[src/cdsu_pkg.sv]
`timescale 1ns / 1ps
// ----------------------------------------------------------------------------
// cdsu_pkg: shared types, constants and table functions
// Operation and error codes, pipeline stage payloads and the small calendar
// tables that are used by the date step pipeline.
// ----------------------------------------------------------------------------
package cdsu_pkg;

  typedef enum logic [2:0] {
    FUNC_NEXT_DAY   = 3'd0,
    FUNC_PREV_DAY   = 3'd1,
    FUNC_NEXT_MONTH = 3'd2,
    FUNC_PREV_MONTH = 3'd3,
    FUNC_ADD_YEARS  = 3'd4
  } func_e;

  typedef enum logic [1:0] {
    ERR_OK    = 2'd0,
    ERR_DATE  = 2'd1,
    ERR_RANGE = 2'd2
  } err_e;

  localparam logic [13:0] YEAR_MIN     = 14'd1;
  localparam logic [13:0] YEAR_MAX     = 14'd9999;
  localparam logic [3:0]  MONTH_JAN    = 4'd1;
  localparam logic [3:0]  MONTH_FEB    = 4'd2;
  localparam logic [3:0]  MONTH_DEC    = 4'd12;
  localparam logic [4:0]  DAYS_DEC     = 5'd31;
  localparam logic [2:0]  WD_FRIDAY    = 3'd5;
  localparam logic [2:0]  WD_SATURDAY  = 3'd6;

  // floor(y / 100) for y < 43690: (y * 5243) >> 19
  localparam logic [12:0] DIV100_MUL   = 13'd5243;
  localparam int unsigned DIV100_SHIFT = 19;
  // floor(s / 7) for s < 43690: (s * 18725) >> 17
  localparam logic [14:0] DIV7_MUL     = 15'd18725;
  localparam int unsigned DIV7_SHIFT   = 17;

  typedef struct packed {
    logic s1;
    logic s2;
  } step_en_t;

  typedef struct packed {
    logic s3;
    logic s4;
    logic s5;
  } derive_en_t;

  // first stage: decoded request with year quotient and offset sum
  typedef struct packed {
    logic [2:0]         func;
    logic [13:0]        year;
    logic [3:0]         month;
    logic [4:0]         day;
    logic [7:0]         year_q;
    logic signed [15:0] year_sum;
  } s1_t;

  // result date as chosen by the step logic
  typedef struct packed {
    logic [13:0] year;
    logic [3:0]  month;
    logic [4:0]  day;
    err_e        err;
    logic        inv;
  } date_t;

  typedef struct packed {
    date_t       dt;
    logic [13:0] yy;
    logic [7:0]  year_q;
    logic [7:0]  yy_q;
  } s3_t;

  typedef struct packed {
    date_t       dt;
    logic [8:0]  doy;
    logic [4:0]  mlen;
    logic        leap;
    logic [13:0] wsum;
  } s4_t;

  typedef struct packed {
    s4_t         b;
    logic [10:0] wq;
  } s5_t;

  function automatic logic [7:0] div100(input logic [13:0] y);
    logic [26:0] p;
    p = 27'(y) * 27'(DIV100_MUL);
    return p[DIV100_SHIFT +: 8];
  endfunction

  function automatic logic is_leap(input logic [13:0] y, input logic [7:0] q);
    logic [13:0] hund;
    hund = 14'(14'(q) * 14'd100);
    return (y[1:0] == 2'b00) && ((y != hund) || (q[1:0] == 2'b00));
  endfunction

  function automatic logic [4:0] month_len(input logic [3:0] m, input logic leap);
    logic [4:0] r;
    unique case (m)
      4'd1, 4'd3, 4'd5, 4'd7, 4'd8, 4'd10, 4'd12: r = 5'd31;
      4'd4, 4'd6, 4'd9, 4'd11:                   r = 5'd30;
      4'd2:                                      r = leap ? 5'd29 : 5'd28;
      default:                                   r = 5'd0;
    endcase
    return r;
  endfunction

  function automatic logic [8:0] cum_days(input logic [3:0] m);
    logic [8:0] r;
    unique case (m)
      4'd1:    r = 9'd0;
      4'd2:    r = 9'd31;
      4'd3:    r = 9'd59;
      4'd4:    r = 9'd90;
      4'd5:    r = 9'd120;
      4'd6:    r = 9'd151;
      4'd7:    r = 9'd181;
      4'd8:    r = 9'd212;
      4'd9:    r = 9'd243;
      4'd10:   r = 9'd273;
      4'd11:   r = 9'd304;
      4'd12:   r = 9'd334;
      default: r = 9'd0;
    endcase
    return r;
  endfunction

  // (31 * mm) / 12 with mm the March-based month number
  function automatic logic [4:0] wd_month_term(input logic [3:0] m);
    logic [4:0] r;
    unique case (m)
      4'd1:    r = 5'd28;
      4'd2:    r = 5'd31;
      4'd3:    r = 5'd2;
      4'd4:    r = 5'd5;
      4'd5:    r = 5'd7;
      4'd6:    r = 5'd10;
      4'd7:    r = 5'd12;
      4'd8:    r = 5'd15;
      4'd9:    r = 5'd18;
      4'd10:   r = 5'd20;
      4'd11:   r = 5'd23;
      4'd12:   r = 5'd25;
      default: r = 5'd0;
    endcase
    return r;
  endfunction

endpackage

[src/cdsu_step.sv]
`timescale 1ns / 1ps
// ----------------------------------------------------------------------------
// cdsu_step: request decode and date step
// Stage 1 registers the request with the year quotient and the offset sum.
// Stage 2 validates the date, applies the operation and range check.
// ----------------------------------------------------------------------------
module cdsu_step (
  input  logic                  clk_i,
  input  cdsu_pkg::step_en_t    en_i,
  input  logic [2:0]            func_i,
  input  logic [13:0]           year_i,
  input  logic [3:0]            month_i,
  input  logic [4:0]            day_i,
  input  logic signed [14:0]    year_offset_i,
  output cdsu_pkg::date_t       date_o
);

  cdsu_pkg::s1_t   s1_d, s1_q;
  cdsu_pkg::date_t s2_d, s2_q;

  logic               leap;
  logic [4:0]         mlen;
  logic [4:0]         mlen_n;
  logic               valid;
  logic               range_bad;
  logic signed [15:0] yr;
  logic signed [15:0] ny;
  logic [3:0]         nm;
  logic [4:0]         nd;

  always_comb begin
    s1_d.func     = func_i;
    s1_d.year     = year_i;
    s1_d.month    = month_i;
    s1_d.day      = day_i;
    s1_d.year_q   = cdsu_pkg::div100(year_i);
    s1_d.year_sum = $signed({2'b00, year_i}) + $signed({year_offset_i[14], year_offset_i});
  end

  always_ff @(posedge clk_i) begin
    if (en_i.s1) begin
      s1_q <= s1_d;
    end
  end

  always_comb begin
    leap   = cdsu_pkg::is_leap(s1_q.year, s1_q.year_q);
    mlen   = cdsu_pkg::month_len(s1_q.month, leap);
    valid  = (s1_q.year >= cdsu_pkg::YEAR_MIN) && (s1_q.year <= cdsu_pkg::YEAR_MAX) &&
             (s1_q.day != 5'd0) && (s1_q.day <= mlen);
    yr     = $signed({2'b00, s1_q.year});
    ny     = yr;
    nm     = s1_q.month;
    nd     = s1_q.day;
    mlen_n = 5'd0;
    unique case (s1_q.func)
      cdsu_pkg::FUNC_NEXT_DAY: begin
        if (s1_q.day == mlen) begin
          nd = 5'd1;
          if (s1_q.month == cdsu_pkg::MONTH_DEC) begin
            nm = cdsu_pkg::MONTH_JAN;
            ny = yr + 16'sd1;
          end else begin
            nm = s1_q.month + 4'd1;
          end
        end else begin
          nd = s1_q.day + 5'd1;
        end
      end
      cdsu_pkg::FUNC_PREV_DAY: begin
        if (s1_q.day == 5'd1) begin
          if (s1_q.month == cdsu_pkg::MONTH_JAN) begin
            ny = yr - 16'sd1;
            nm = cdsu_pkg::MONTH_DEC;
            nd = cdsu_pkg::DAYS_DEC;
          end else begin
            nm = s1_q.month - 4'd1;
            nd = cdsu_pkg::month_len(nm, leap);
          end
        end else begin
          nd = s1_q.day - 5'd1;
        end
      end
      cdsu_pkg::FUNC_NEXT_MONTH, cdsu_pkg::FUNC_PREV_MONTH: begin
        if (s1_q.func == cdsu_pkg::FUNC_NEXT_MONTH) begin
          if (s1_q.month == cdsu_pkg::MONTH_DEC) begin
            nm = cdsu_pkg::MONTH_JAN;
            ny = yr + 16'sd1;
          end else begin
            nm = s1_q.month + 4'd1;
          end
        end else begin
          if (s1_q.month == cdsu_pkg::MONTH_JAN) begin
            nm = cdsu_pkg::MONTH_DEC;
            ny = yr - 16'sd1;
          end else begin
            nm = s1_q.month - 4'd1;
          end
        end
        // February is only reached within the same year, so the input leap flag holds
        mlen_n = cdsu_pkg::month_len(nm, leap);
        if (nd > mlen_n) begin
          nd = mlen_n;
        end
      end
      cdsu_pkg::FUNC_ADD_YEARS: begin
        ny = s1_q.year_sum;
      end
      default: begin
      end
    endcase
    range_bad = (ny < 16'sd1) || (ny > 16'sd9999);

    if (!valid) begin
      s2_d = '{year: s1_q.year, month: s1_q.month, day: s1_q.day,
               err: cdsu_pkg::ERR_DATE, inv: 1'b1};
    end else if (range_bad) begin
      s2_d = '{year: s1_q.year, month: s1_q.month, day: s1_q.day,
               err: cdsu_pkg::ERR_RANGE, inv: 1'b0};
    end else begin
      s2_d = '{year: ny[13:0], month: nm, day: nd, err: cdsu_pkg::ERR_OK, inv: 1'b0};
    end
  end

  always_ff @(posedge clk_i) begin
    if (en_i.s2) begin
      s2_q <= s2_d;
    end
  end

  assign date_o = s2_q;

endmodule

[src/cdsu_derive.sv]
`timescale 1ns / 1ps
// ----------------------------------------------------------------------------
// cdsu_derive: derived fields of the result date
// Stage 3 takes year quotients, stage 4 forms leap flag, month length,
// day of year and the weekday sum, stage 5 the quotient of that sum by 7.
// ----------------------------------------------------------------------------
module cdsu_derive (
  input  logic                  clk_i,
  input  cdsu_pkg::derive_en_t  en_i,
  input  cdsu_pkg::date_t       date_i,
  output cdsu_pkg::s5_t         s5_o
);

  cdsu_pkg::s3_t s3_d, s3_q;
  cdsu_pkg::s4_t s4_d, s4_q;
  cdsu_pkg::s5_t s5_d, s5_q;

  logic        jan_feb;
  logic        in_month;
  logic        late_leap;
  logic [28:0] wprod;

  always_comb begin
    // January and February count as months of the previous year
    jan_feb     = (date_i.month == cdsu_pkg::MONTH_JAN) ||
                  (date_i.month == cdsu_pkg::MONTH_FEB);
    s3_d.dt     = date_i;
    s3_d.yy     = date_i.year - {13'd0, jan_feb};
    s3_d.year_q = cdsu_pkg::div100(date_i.year);
    s3_d.yy_q   = cdsu_pkg::div100(s3_d.yy);
  end

  always_ff @(posedge clk_i) begin
    if (en_i.s3) begin
      s3_q <= s3_d;
    end
  end

  always_comb begin
    s4_d.dt   = s3_q.dt;
    s4_d.leap = cdsu_pkg::is_leap(s3_q.dt.year, s3_q.year_q);
    s4_d.mlen = cdsu_pkg::month_len(s3_q.dt.month, s4_d.leap);
    in_month  = (s3_q.dt.day != 5'd0) && (s3_q.dt.day <= s4_d.mlen);
    late_leap = (s3_q.dt.month > cdsu_pkg::MONTH_FEB) && s4_d.leap;
    if (in_month && !s3_q.dt.inv) begin
      s4_d.doy = cdsu_pkg::cum_days(s3_q.dt.month) + {4'd0, s3_q.dt.day} + {8'd0, late_leap};
    end else begin
      s4_d.doy = 9'd0;
    end
    s4_d.wsum = {9'd0, s3_q.dt.day} + s3_q.yy + {2'd0, s3_q.yy[13:2]} -
                {6'd0, s3_q.yy_q} + {8'd0, s3_q.yy_q[7:2]} +
                {9'd0, cdsu_pkg::wd_month_term(s3_q.dt.month)};
  end

  always_ff @(posedge clk_i) begin
    if (en_i.s4) begin
      s4_q <= s4_d;
    end
  end

  always_comb begin
    wprod   = 29'(s4_q.wsum) * 29'(cdsu_pkg::DIV7_MUL);
    s5_d.b  = s4_q;
    s5_d.wq = wprod[cdsu_pkg::DIV7_SHIFT +: 11];
  end

  always_ff @(posedge clk_i) begin
    if (en_i.s5) begin
      s5_q <= s5_d;
    end
  end

  assign s5_o = s5_q;

endmodule

[src/calendar_date_step_unit.sv]
`timescale 1ns / 1ps
// ----------------------------------------------------------------------------
// calendar_date_step_unit: Gregorian date step pipeline
// Steps a date by one day, one month or a signed number of years and
// returns the new date with weekday, day of year, month length and flags.
// ----------------------------------------------------------------------------
// Usage:
//   A request enters on the s_axis channel: operation, date and year offset
//   packed in s_axis_tdata. The result leaves on m_axis as one item.
//   Pipeline: six register stages; the first loads at the edge at which the
//   request is accepted and the last is the output register.
//   Throughput: one request per cycle. Each stage holds one request and
//   passes it on in the next cycle while the output keeps moving.
//   Stall: when m_axis_tready is low the output holds; stages behind it keep
//   filling until every stage is occupied, and only then s_axis_tready drops.
//   No request is lost or repeated.
//   Reset: rst_ni low empties the pipeline and drops m_axis_tvalid; the
//   block takes requests as soon as reset is released.
//   Invalid input dates come back unchanged with error code 1; a year that
//   would leave 1..9999 keeps the input date with error code 2.
// ----------------------------------------------------------------------------
module calendar_date_step_unit (
  input  logic        clk_i,
  input  logic        rst_ni,
  input  logic        s_axis_tvalid,
  output logic        s_axis_tready,
  // [2:0] func, [16:3] year, [20:17] month, [25:21] day,
  // [40:26] year_offset (signed), [47:41] zero
  input  logic [47:0] s_axis_tdata,
  output logic        m_axis_tvalid,
  input  logic        m_axis_tready,
  // [13:0] new_year, [17:14] new_month, [22:18] new_day, [25:23] weekday,
  // [34:26] day_of_year, [39:35] month_length, [40] leap_year, [41] weekend,
  // [43:42] error, [47:44] zero
  output logic [47:0] m_axis_tdata
);

  logic [5:1] v_d, v_q;
  logic [6:1] rdy;
  logic       out_v_d, out_v_q;
  logic [47:0] out_d, out_q;

  cdsu_pkg::step_en_t   step_en;
  cdsu_pkg::derive_en_t derive_en;
  cdsu_pkg::date_t      s2_date;
  cdsu_pkg::s5_t        s5;

  logic [13:0] wd_full;
  logic [2:0]  wd;
  logic        weekend;

  // a stage may load when it is empty or the stage after it moves on
  always_comb begin
    rdy[6] = !out_v_q || m_axis_tready;
    for (int k = 5; k >= 1; k--) begin
      rdy[k] = !v_q[k] || rdy[k+1];
    end
    v_d[1] = rdy[1] ? s_axis_tvalid : v_q[1];
    for (int k = 2; k <= 5; k++) begin
      v_d[k] = rdy[k] ? v_q[k-1] : v_q[k];
    end
    out_v_d = rdy[6] ? v_q[5] : out_v_q;
  end

  always_ff @(posedge clk_i or negedge rst_ni) begin
    if (!rst_ni) begin
      v_q     <= '0;
      out_v_q <= 1'b0;
    end else begin
      v_q     <= v_d;
      out_v_q <= out_v_d;
    end
  end

  assign step_en   = '{s1: rdy[1], s2: rdy[2]};
  assign derive_en = '{s3: rdy[3], s4: rdy[4], s5: rdy[5]};

  cdsu_step u_step (
    .clk_i         (clk_i),
    .en_i          (step_en),
    .func_i        (s_axis_tdata[2:0]),
    .year_i        (s_axis_tdata[16:3]),
    .month_i       (s_axis_tdata[20:17]),
    .day_i         (s_axis_tdata[25:21]),
    .year_offset_i ($signed(s_axis_tdata[40:26])),
    .date_o        (s2_date)
  );

  cdsu_derive u_derive (
    .clk_i  (clk_i),
    .en_i   (derive_en),
    .date_i (s2_date),
    .s5_o   (s5)
  );

  always_comb begin
    wd_full = s5.b.wsum - 14'(14'(s5.wq) * 14'd7);
    wd      = s5.b.dt.inv ? 3'd0 : wd_full[2:0];
    weekend = (wd == cdsu_pkg::WD_FRIDAY) || (wd == cdsu_pkg::WD_SATURDAY);
    out_d   = {4'd0, s5.b.dt.err, weekend, s5.b.leap, s5.b.mlen, s5.b.doy, wd,
               s5.b.dt.day, s5.b.dt.month, s5.b.dt.year};
  end

  always_ff @(posedge clk_i) begin
    if (rdy[6]) begin
      out_q <= out_d;
    end
  end

  assign s_axis_tready = rdy[1];
  assign m_axis_tvalid = out_v_q;
  assign m_axis_tdata  = out_q;

endmodule

[config.mk]
export PLATFORM = sky130hd
export DESIGN_NAME = calendar_date_step_unit
export DESIGN_NICKNAME = d
export VERILOG_FILES = /design/src/cdsu_pkg.sv /design/src/cdsu_step.sv /design/src/cdsu_derive.sv /design/src/calendar_date_step_unit.sv
export SDC_FILE = /design/constraint.sdc
export NUM_CORES = 1
export LEC_CHECK = 0
export BUFFER_PORTS_ARGS = -buffer_cell sky130_fd_sc_hd__buf_2
export CORE_AREA = 5 5 237 239
export DETAILED_ROUTE_END_ITERATION = 10
export DIE_AREA = 0 0 242 244
export GPL_TIMING_DRIVEN = 0
export PLACE_DENSITY = 0.72
export SETUP_SLACK_MARGIN = 0.05
export SYNTH_ARGS = -nofsm -noshare
export SYNTH_HDL_FRONTEND = slang
export SYNTH_HIERARCHICAL = 1
export SYNTH_SLANG_ARGS = --single-unit
export TNS_END_PERCENT = 100
[constraint.sdc]
create_clock -name clk_i -period 9 [get_ports clk_i]
set_input_delay 1.8 -clock clk_i [delete_from_list [all_inputs] [get_ports clk_i]]
set_output_delay 1.8 -clock clk_i [all_outputs]
set_load 0.005 [all_outputs]
---- Word level (Yosys, flattened, before mapping) ----
Memories as Yosys holds them, arrays and structs flattened. A register that Yosys moved wholly into a read port is not among the register bits.
Cells that the tools add are included.
cells by class
  $add $sub $neg .......................... 16
  $mul .................................... 7
  divide/modulo/power cells ............... 0
  magnitude comparators ................... 8
  equality and inequality tests ........... 60
  shift operators ......................... 0
  mux-type cells .......................... 31
  bitwise operators ....................... 0
  reductions and logical operators ........ 42
operators with widths
  cell                                                   number
  multiplier 14 x 13 -> 27 bit (second input constant)   3
  == test 4 bit (second input constant)                  20
  2-to-1 mux 16 bit                                      5
  one-hot mux 5 bit (3 select lines)                     5
  == test 4 x 3 -> 1 bit (second input constant)         16
  one-hot mux 16 bit (4 select lines)                    1
  2-to-1 mux 26 bit                                      2
  == test 4 x 2 -> 1 bit (second input constant)         9
  2-to-1 mux 4 bit                                       8
  multiplier 14 x 15 -> 28 bit (second input constant)   1
  != test 14 bit                                         2
  OR reduction 7 bit                                     4
  2-to-1 mux 5 bit                                       5
  multiplier 8 x 5 -> 12 bit (second input constant)     2
  == test 4 x 1 -> 1 bit (second input constant)         5
  adder 15 x 15 -> 16 bit                                1
  > comparator 16 x 15 -> 1 bit (second input constant)  1
  < comparator 16 x 2 -> 1 bit (second input constant)   1
  OR reduction 4 bit                                     4
  adder 14 x 1 -> 15 bit (second input constant)         1
  subtractor 14 x 1 -> 15 bit (second input constant)    1
  adder 14 x 12 -> 14 bit                                1
  adder 14 x 5 -> 14 bit                                 1
  adder 14 x 6 -> 14 bit                                 1
  other kinds (32)                                       64
word-level totals
  register bits ........................... 292
  latch bits .............................. 0
  RAM bits ................................ 0
  ROM bits ................................ 224
  input bits .............................. 52
  output and inout bits ................... 50
  word-level logic and storage cells ...... 211
  memories kept ........................... 2
memories
  name              words  bits a word  read ports  clocked after memory_dff  wr ports  RTL line         RTL
  (name not given)  16     9            1           1                         0         cdsu_pkg.sv:114  unique case (m)
  (name not given)  16     5            1           1                         0         cdsu_pkg.sv:135  unique case (m)

---- Depth between registers and ports, before layout ----
Gate-level depths: netlist of run 1.
  word-level depth ........................ 13
  mapped depth ............................ 28
  depth with buffers taken out ............ 28

---- Hierarchy ----
The synthesis of run 1 kept the hierarchy.
modules (own cells, without submodules)
  module                   instances  cells an instance  area each (µm²)  seq. area each (µm²)
  cdsu_derive              1          1511               17758.3          5475.3
  cdsu_step                1          1004               9768.1           2252.2
  calendar_date_step_unit  1          81                 1712.9           1471.4

---- Worst setup path after synthesis of run 1 ----
Ideal clock, no wire load.
  path type ............................... reg-to-reg
  start point ............................. reg u_step.s2_q, in the netlist u_step/date_o[14]
  end point ............................... reg u_derive/s3_q[7] in the netlist's numbering, data pin
  library setup time ...................... 0.256 ns
  arrival time ............................ 6.487 ns
  data required time ...................... 8.744 ns
  setup slack ............................. 2.257 ns
  cell stages (with the launch flop) ...... 29
  path buffers ............................ 0
  clock period less this slack ............ 6.743 ns
  path through ............................ edfxtp_1 -> inv_1 -> ha_1 -> inv_1 -> o21ai_0 -> nand2_1 -> nand2_1 -> a21boi_0 -> nand3_1 -> xnor2_1 -> inv_1 -> fa_1 -> inv_1 -> ha_1 -> inv_1 -> fa_1 -> inv_1 -> fa_1 -> inv_1 -> fa_1 -> inv_1 -> ha_1 -> a21o_1 -> a221oi_1 -> o31ai_1 -> o2111ai_1 -> nand3_1 -> a2111o_1 -> o211a_1
RTL lines
  item                      RTL line           RTL
  start: declaration        cdsu_step.sv:19    cdsu_pkg::date_t s2_d, s2_q;
  start signal: assignment  cdsu_step.sv:127   s2_q <= s2_d;
  end signal: assignment    cdsu_derive.sv:35  s3_q <= s3_d;
  end: declaration          cdsu_derive.sv:14  cdsu_pkg::s3_t s3_d, s3_q;

==> results of run 1 <==
registers in the layout, indices dropped and copies added (netlist names), named ones only:
register	count
u_step/date_o	25
m_axis_tdata	44
u_derive/s4_q	53
u_derive/s5_o	45
m_axis_tvalid	1
u_step/s1_q	50
v_q	5
u_derive/s3_q	56
area by class of cell:
type | count | area share
clock buffers | 30 | 0.0239
clock inverters | 23 | 0.00957
multi-input cells | 1648 | 0.564
repair buffers | 97 | 0.0187
well taps | 696 | 0.0286
plain buffers | 54 | 0.00961
inverters | 510 | 0.0628
flip-flops and latches | 293 | 0.283
repair_timing:
action / in CTS / in global routing
resized for setup: 0 / 2
buffers inserted: 0 / 0
setup endpoints to repair: 0 / 4
worst min path at each step:
stage,depth (start not counted),from,slack (ns),endpoint
floorplan,0,u_derive/s5_o[52],0.40,m_axis_tdata[0]
global placement,0,u_derive/s3_q[31],0.40,u_derive/s4_q[30]
detailed placement,0,u_derive/s5_o[62],0.40,m_axis_tdata[10]
CTS,0,u_derive/s5_o[36],0.38,m_axis_tdata[31]
global route,0,u_derive/s5_o[36],0.40,m_axis_tdata[31]
finish,0,u_derive/s5_o[36],0.39,m_axis_tdata[31]
layer usage:
metal	global-route usage	up-vias	share of wire
li1	-	8823	-
met1	0.250	8863	0.42
met2	0.346	451	0.50
met3	0.0253	125	0.044
met4	0.0693	4	0.036
met5	0	-	0.00047
critical path, stage by stage, from the launching register on:
cell and delay [ns]:
edfxtp_1 0.43, xnor2_1 0.16, nor3_2 0.43, ha_1 0.28
o21ai_0 0.14, nand2_1 0.10, nand2_1 0.08, a21boi_0 0.40
nand3_1 0.22, nor2_1 0.22, xnor2_1 0.56, fa_1 0.58
ha_1 0.32, fa_1 0.48, fa_1 0.59, inv_1 0.07
fa_1 0.54, inv_1 0.05, ha_1 0.28, and3_1 0.18
nand3_1 0.15, nor4b_1 0.81, o2111ai_1 0.23, nand3_1 0.17
nand2_1 0.10, o211a_1 0.24
per-stage QoR:
| stage | hold slack, ns | worst slack [ns] | cells | util | cell area (sq um) |
|---|---|---|---|---|---|
| 3_3_place_gp | 0.401 | 0.552 | 3291 | 0.547 | 29300 |
| 5_1_grt | 0.402 | 0.312 | 3351 | 0.568 | 30500 |
| 6_report | 0.394 | 0.880 | 3351 | 0.568 | 30500 |
| 2_1_floorplan | 0.400 | 2.26 | 2505 | - | 28000 |
| 3_5_place_dp | 0.405 | 0.484 | 3298 | 0.549 | 29400 |
| 4_1_cts | 0.380 | 0.385 | 3351 | 0.568 | 30500 |
==> impl_metrics.json, run 1 <==
{
  "relSlewSlack": 0.165,
  "grt_pass1_vias": 19400,
  "clockBufferDepth": 3,
  "hp-class": "reg2reg",
  "seq_area_sq_mm": 0.00863,
  "wl_per_cell_microns": 17.3,
  "setup_viol_count_final": 0,
  "cp-endpoint": "u_derive/s3_q[7]",
  "clk_pin_slew_worst_paths_ns": 0.06,
  "vias": 18300,
  "drc_errors": 0,
  "firstDrtPassIters": 9,
  "rsz0062_at_grt": "no",
  "arrival_ns": 8.42,
  "cts-buffers-inserted": 29,
  "routed_via_density": 5.45,
  "tightest_slew_ns": 1.24,
  "final_cell_mix": "inv_1 (509), ha_1 (506), edfxtp_1 (273)",
  "hpwl_microns": 48100,
  "status": "complete, no violations",
  "track_usage": 0.196,
  "core_sq_mm": 0.0536,
  "die_w_microns": 242,
  "cp_data_required_time_ns": 9.30,
  "cts_tree": "done",
  "crit_type": "reg2reg",
  "syn_inst": 2502,
  "critPathLaunchType": "register",
  "antenna_found_initial": 2,
  "multi_input_area_sq_mm": 0.0172,
  "gp_congestion": 0.951,
  "overflow": 0,
  "hold_viol": 0,
  "diodes": 0,
  "ant_nets": 0,
  "fmax_mhz": 123,
  "port-buffer-count": 90,
  "fillers": 4442,
  "cts_root_buffer": "clkbuf_16",
  "fin_crit_sh": 0.902,
  "avgSynthCellArea_sq_um": 11.2,
  "h-tree-depth": 1,
  "ioPinCount": 102,
  "grt_max_degree": 51,
  "reg2reg_to": "u_derive/s3_q[7]",
  "ff2ff_path_depth": 25,
  "fp.dieArea_sq_mm": 0.0590,
  "cp_max_fo": 8,
  "clk_latency_ns": 0.58,
  "area_growth_pct": 8.90,
  "initial_core_util": 0.522,
  "grt_pass1_wl_microns": 96400,
  "ff2ff_setup_slack_ns": 0.88,
  "drt_iter0_markers": 1036,
  "r2r_start": "u_step/date_o[8]",
  "drive_gt1_frac": 0.0810,
  "yosys_warnings": 6,
  "cts.sinks": 293,
  "drv_cap": 0,
  "final.setup.tns_ns": 0,
  "nNetsFinal": 3441,
  "crit_path_end_kind": "register",
  "startpoint": "u_step/date_o[8]",
  "layout_commonest_cell": "inv_1",
  "finalCriticalPeriod_ns": 8.12,
  "syn_area_sq_mm": 0.0280,
  "num_rows": 85,
  "routed_wl_microns": 58000,
  "drv_slew": 0,
  "skew_ns": 0.0376,
  "ctsHoldBuffers": 0,
  "fp.dieH_microns": 244
}
Power of run 1 is left out: the tool's default activity adds up to more than one toggle a clock period on the data nets, which glitch-free logic cannot reach.
==> inputs of run 2 (changes only) <==
- PLACE_DENSITY: 0.72 -> 0.74
- clock period: 9 -> 7.2 ns (I/O delays scaled with it)
==> run 2 against run 1 <==
Effect of this change: die area stayed put; flip-flop and latch count stayed put; non-clock buffer count is 25 higher; worst hold slack better by 0.019 ns; cell count is 0.90% higher; critical path type unchanged; design area is 1.9% higher; worst setup slack worse by 0.62 ns; first-iteration DRC count is 7.7% lower; critical path depth is 1 higher; wire length is 2.3% higher.
==> impl_metrics.json, run 2 (synthesized netlist as in run 1, its figures left out) <==
{
  "drive_gt1_frac": 0.105,
  "wl_per_cell_microns": 17.5,
  "largest_register": "u_derive/s3_q",
  "drc_errors": 0,
  "fp.dieArea_sq_mm": 0.0590,
  "r2r_start": "u_step/date_o[8]",
  "area_growth_pct": 10.9,
  "ff2ff_path_depth": 26,
  "drt_iter0_markers": 956,
  "rsz0062_at_grt": "yes",
  "nNetsFinal": 3468,
  "hp-class": "reg2reg",
  "drv_slew": 0,
  "cts_tree": "done",
  "die_w_microns": 242,
  "fmax_mhz": 144,
  "finalCriticalPeriod_ns": 6.94,
  "critPathLaunchType": "register",
  "tightest_slew_ns": 1.30,
  "fin_crit_sh": 0.964,
  "crit_type": "reg2reg",
  "ant_nets": 0,
  "grt_pass1_vias": 19800,
  "routed_via_density": 5.48,
  "largest_reg_flops": 56,
  "gp_congestion": 0.935,
  "grt_max_degree": 51,
  "arrival_ns": 7.26,
  "clockBufferDepth": 3,
  "min_delay_path_depth": 0,
  "hold_start": "u_derive/s4_q[28]",
  "hold_slack_ns": 0.413,
  "skew_ns": 0.0156,
  "relSlewSlack": 0.134,
  "reg2reg_to": "u_derive/s3_q[7]",
  "cp_data_required_time_ns": 7.52,
  "crit_path_end_kind": "register",
  "track_usage": 0.200,
  "fp.dieH_microns": 244,
  "grt_pass1_wl_microns": 98700,
  "cts_root_buffer": "clkbuf_16",
  "initial_core_util": 0.522,
  "clk_pin_slew_worst_paths_ns": 0.06,
  "num_rows": 85,
  "setup_viol_count_final": 0,
  "h-tree-depth": 1,
  "cts-buffers-inserted": 31,
  "routed_wl_microns": 59300,
  "largestRegisters": "u_derive/s3_q x56, u_derive/s4_q x53, u_step/s1_q x50",
  "clk_latency_ns": 0.57,
  "final_util": 0.579,
  "hpwl_microns": 48100,
  "port-buffer-count": 90,
  "drv_cap": 0,
  "ff2ff_setup_slack_ns": 0.26,
  "vias": 18500,
  "hold_viol": 0,
  "core_sq_mm": 0.0536,
  "antenna_found_initial": 1,
  "status": "complete, no violations",
  "cts.sinks": 293,
  "cp_max_fo": 6,
  "layout_commonest_cell": "inv_1",
  "ioPinCount": 102,
  "final_cell_mix": "inv_1 (503), ha_1 (502), edfxtp_1 (273)",
  "min_to": "u_derive/s5_o[39]",
  "firstDrtPassIters": 6,
  "ctsHoldBuffers": 0,
  "overflow": 0
}
==> run 2: layout make-up <==
| cell class | count | area [sq um] |
|---|---|---|
| clock buffer | 34 | 787 |
| timing repair buffer | 122 | 759 |
| tap | 696 | 871 |
| multi-input combinational | 1648 | 17500 |
| sequential | 293 | 8630 |
| antenna | 1 | 2.50 |
| buffer | 54 | 293 |
| inverter | 510 | 1910 |
| fill | 4375 | 22600 |
| clock inverter | 23 | 270 |
==> run 2: critical path: stages, from the launching register on <==
cell and delay [ns]:
edfxtp_1 0.45, xnor2_2 0.18, nor3_4 0.28, ha_2 0.27, o21ai_1 0.09, nand2_1 0.09, nand2_2 0.08, a21boi_4 0.25
nand2_2 0.14, xnor2_4 0.16, buf_4 0.20, ha_1 0.34, fa_1 0.43, fa_1 0.49, inv_1 0.05, fa_1 0.48
fa_1 0.56, inv_1 0.04, ha_1 0.31, nand2_1 0.07, o21ai_0 0.11, a2111oi_2 0.51, o31ai_4 0.14, o2111ai_2 0.24
nand3_2 0.12, a2111o_1 0.44, o211a_1 0.13
==> run 2: per-layer routing <==
metal  vias up  track usage  share of wire
li1       8878            -              -
met1      9114        0.254           0.42
met2       437        0.366           0.51
met3       114       0.0190          0.038
met4         0       0.0592          0.029
met5         -            0              0
==> run 2: repair_timing <==
item / in CTS / in global routing
buffers inserted: 7 / 17
cloned: 0 / 1
resized for setup: 33 / 28
pin swaps: 11 / 27
endpoints found under the setup margin: 31 / 29
==> run 2: through the flow <==
stage	TNS, ns	area, sq um	instances	worst slack, ns
final	0	31000	3381	0.259
after CTS	0	30800	3362	0.0490
after detailed placement	-17.29	29400	3298	-1.25
after global placement	-16.21	29300	3291	-1.21
after global routing	-0.0427	31000	3380	-0.0233
after floorplan	0	28000	2505	0.457
==> run 2: worst max path at each step <==
stage	start	slack [ns]	cells after the start	endpoint
floorplan	u_step/date_o[14]	0.46	28	u_derive/s3_q[7]
global placement	u_step/date_o[8]	-1.21	28	u_derive/s3_q[7]
detailed placement	u_step/date_o[8]	-1.25	28	u_derive/s3_q[7]
CTS	u_step/date_o[8]	0.05	28	u_derive/s3_q[7]
global route	u_step/s1_q[18]	-0.02	27	u_step/date_o[6]
finish	u_step/date_o[8]	0.26	26	u_derive/s3_q[7]
Power of run 2 is left out for the same reason.
==> inputs of run 3 (changes only) <==
- CORE_AREA: 5 5 237 239 -> 5 5 229 231
- DIE_AREA: 0 0 242 244 -> 0 0 234 236
- SYNTH_HIERARCHICAL: 1 -> default
==> run 3 against run 2 <==
Effect of this change: register-to-register slack lost 0.14 ns; fmax fell by 2.0%; global-route usage rose by 1.5 points; non-clock buffer count shrank 5; worst hold slack improved by 0.0016 ns; count of clock-buffer cells in the layout is 1 lower; highest routed layer unchanged.
==> impl_metrics.json, run 3 <==
{
  "instances_no_fill": 3297,
  "h-tree-depth": 1,
  "setup_viol_count_final": 0,
  "syn_inst": 2444,
  "num_rows": 82,
  "cp_max_fo": 7,
  "final_cell_mix": "inv_1 (511), ha_1 (490), edfxtp_1 (268)",
  "status": "complete, no violations",
  "synth_edf_count": 268,
  "port-buffer-count": 90,
  "yosys-top-cells-area": "edfxtp_1 (30%), ha_1 (23%), fa_1 (18%)",
  "synth_seq_cells": 288,
  "synth_most_common_cell": "inv_1",
  "grt_max_degree": 63,
  "wl_per_cell_microns": 17.9,
  "syn_area_sq_mm": 0.0273,
  "drc_errors": 0,
  "crit_path_end_kind": "register",
  "critPathLaunchType": "register",
  "cpMaxStageDelayCell": "fa_1",
  "synth_top_area_frac": 0.295,
  "setup_ws_ns": 0.118,
  "die_w_microns": 234,
  "ioPinCount": 102,
  "clockBufferDepth": 3,
  "relSlewSlack": 0.149,
  "clk_latency_ns": 0.58,
  "yosys_warnings": 0,
  "largestRegisters": "u_derive.s3_q x55, u_derive.s4_q x52, u_step.s1_q x50",
  "diodes": 0,
  "yosysTopAreaCell": "edfxtp_1",
  "antenna_found_initial": 0,
  "max_stage_delay_ns": 0.54,
  "fillers": 3956,
  "layout_commonest_cell": "inv_1",
  "track_usage": 0.216,
  "cts-buffers-inserted": 29,
  "area_growth_pct": 11.3,
  "routed_wl_microns": 59100,
  "rsz0062_at_grt": "yes",
  "ctsHoldBuffers": 0,
  "drv_cap": 0,
  "gp_congestion": 0.915,
  "ys_seq_area_frac": 0.311,
  "fmax_mhz": 141,
  "nNetsFinal": 3406,
  "finalCriticalPeriod_ns": 7.08,
  "ant_nets": 0,
  "drt_iter0_markers": 985,
  "hold_viol": 0,
  "cp_data_required_time_ns": 7.52,
  "initial_core_util": 0.547,
  "fin_crit_sh": 0.984,
  "vias": 18000,
  "fp.dieH_microns": 236,
  "place_inst": 3212,
  "grt_pass1_wl_microns": 96400,
  "synth-main-ff-cell": "edfxtp_1",
  "largest_reg_flops": 55,
  "cts_root_buffer": "clkbuf_16",
  "path_cells": "buf_6 -> ha_1 -> ha_1 -> fa_1 -> ha_4 -> o21a_1 -> o21a_1 -> o21a_1 -> or3_1 -> a2111o_1 -> a311oi_1 -> a21oi_1 -> ha_4 -> inv_4 -> o21ai_4 -> a31oi_1 -> a211o_1 -> or4b_1 -> a211o_1 -> nor2b_4 -> or4_4 -> buf_8 -> a211o_1 -> a22o_1",
  "fp.dieArea_sq_mm": 0.0552,
  "hpwl_microns": 47400,
  "grt_pass1_vias": 19000,
  "avgSynthCellArea_sq_um": 11.2,
  "core_sq_mm": 0.0499,
  "crit_type": "reg2reg",
  "async_reset_ff_frac": 0.0208,
  "tightest_slew_ns": 1.28,
  "largest_register": "u_derive.s3_q",
  "skew_ns": 0.0148,
  "hp-class": "reg2reg",
  "overflow": 0,
  "yosysUniqueCellTypes": 80,
  "cts_tree": "done",
  "clk_pin_slew_worst_paths_ns": 0.07,
  "cts.sinks": 288,
  "firstDrtPassIters": 5,
  "drv_slew": 0,
  "arrival_ns": 7.40,
  "synth_commonest_cells": "inv_1 (513), ha_1 (501), edfxtp_1 (268)",
  "drive_gt1_frac": 0.105,
  "place_ws_ns": -0.932,
  "routed_via_density": 5.46
}
[run 3: worst paths after layout]
path	from	end	slack, ns	cells past startpoint
min in group asynchronous	rst_ni	m_axis_tvalid	0.68	1
max	u_step.s1_q[19]	u_step.date_o[3]	0.12	24
max in group asynchronous	rst_ni	v_q[4]	6.38	1
min reg2reg	u_step.date_o[3]	u_derive.s3_q[33]	0.41	0
min	u_step.date_o[3]	u_derive.s3_q[33]	0.41	0
max reg2reg	u_step.s1_q[19]	u_step.date_o[3]	0.12	24
[run 3: area by class of cell]
cell class / count / area [sq um] / share of cell area
clock buffers: 33 / 761 / 0.0251
plain buffers: 47 / 226 / 0.00747
flip-flops and latches: 288 / 8480 / 0.280
clock inverters: 21 / 238 / 0.00784
multi-input cells: 1597 / 17100 / 0.563
repair buffers: 124 / 763 / 0.0252
inverters: 515 / 1940 / 0.0638
well taps: 672 / 841 / 0.0277
[run 3: cells by family after synthesis]
family	count (synthesis)	synth area share
other	1	0.000138
flip-flops	288	0.311
multiplexers	20	0.00780
XOR/XNOR	124	0.0398
AO/OA/AOI/OAI	317	0.0782
adder cells (fa/ha/maj)	752	0.414
AND/OR/NAND/NOR	380	0.0701
buffers and inverters	562	0.0786
[run 3: metal layers]
layer	wire, microns	vias up	track usage
met5	0	-	0
met4	1810	0	0.0610
met3	2590	123	0.0158
met2	29700	441	0.381
met1	25100	8857	0.286
li1	-	8585	-
[run 3: metrics by stage]
step	hold WS, ns	instance area (sq um)	utilization	TNS (ns)
finish	0.415	30300	0.608	0
global route	0.411	30300	0.608	-0.102
CTS	0.407	30000	0.601	0
detailed placement	0.405	28600	0.574	-19.77
global placement	0.402	28600	0.573	-20.01
floorplan	0.400	27300	-	0
[run 3: critical path, delay by kind of cell, from the launching register on]
kind	cells	cell delay (ns)
AOI/OAI and AO/OA	12	2.77
adders and majority gates	5	1.70
buffers and inverters	3	0.37
DFF	1	0.47
and+or+nand+nor	4	1.48
[run 3: timing repair]
action,CTS,global route
pin swaps,18,39
resized for setup,35,48
setup endpoints to repair,32,27
buffers inserted,16,15
hold endpoints to repair,0,0
Power of run 3 is left out for the same reason.
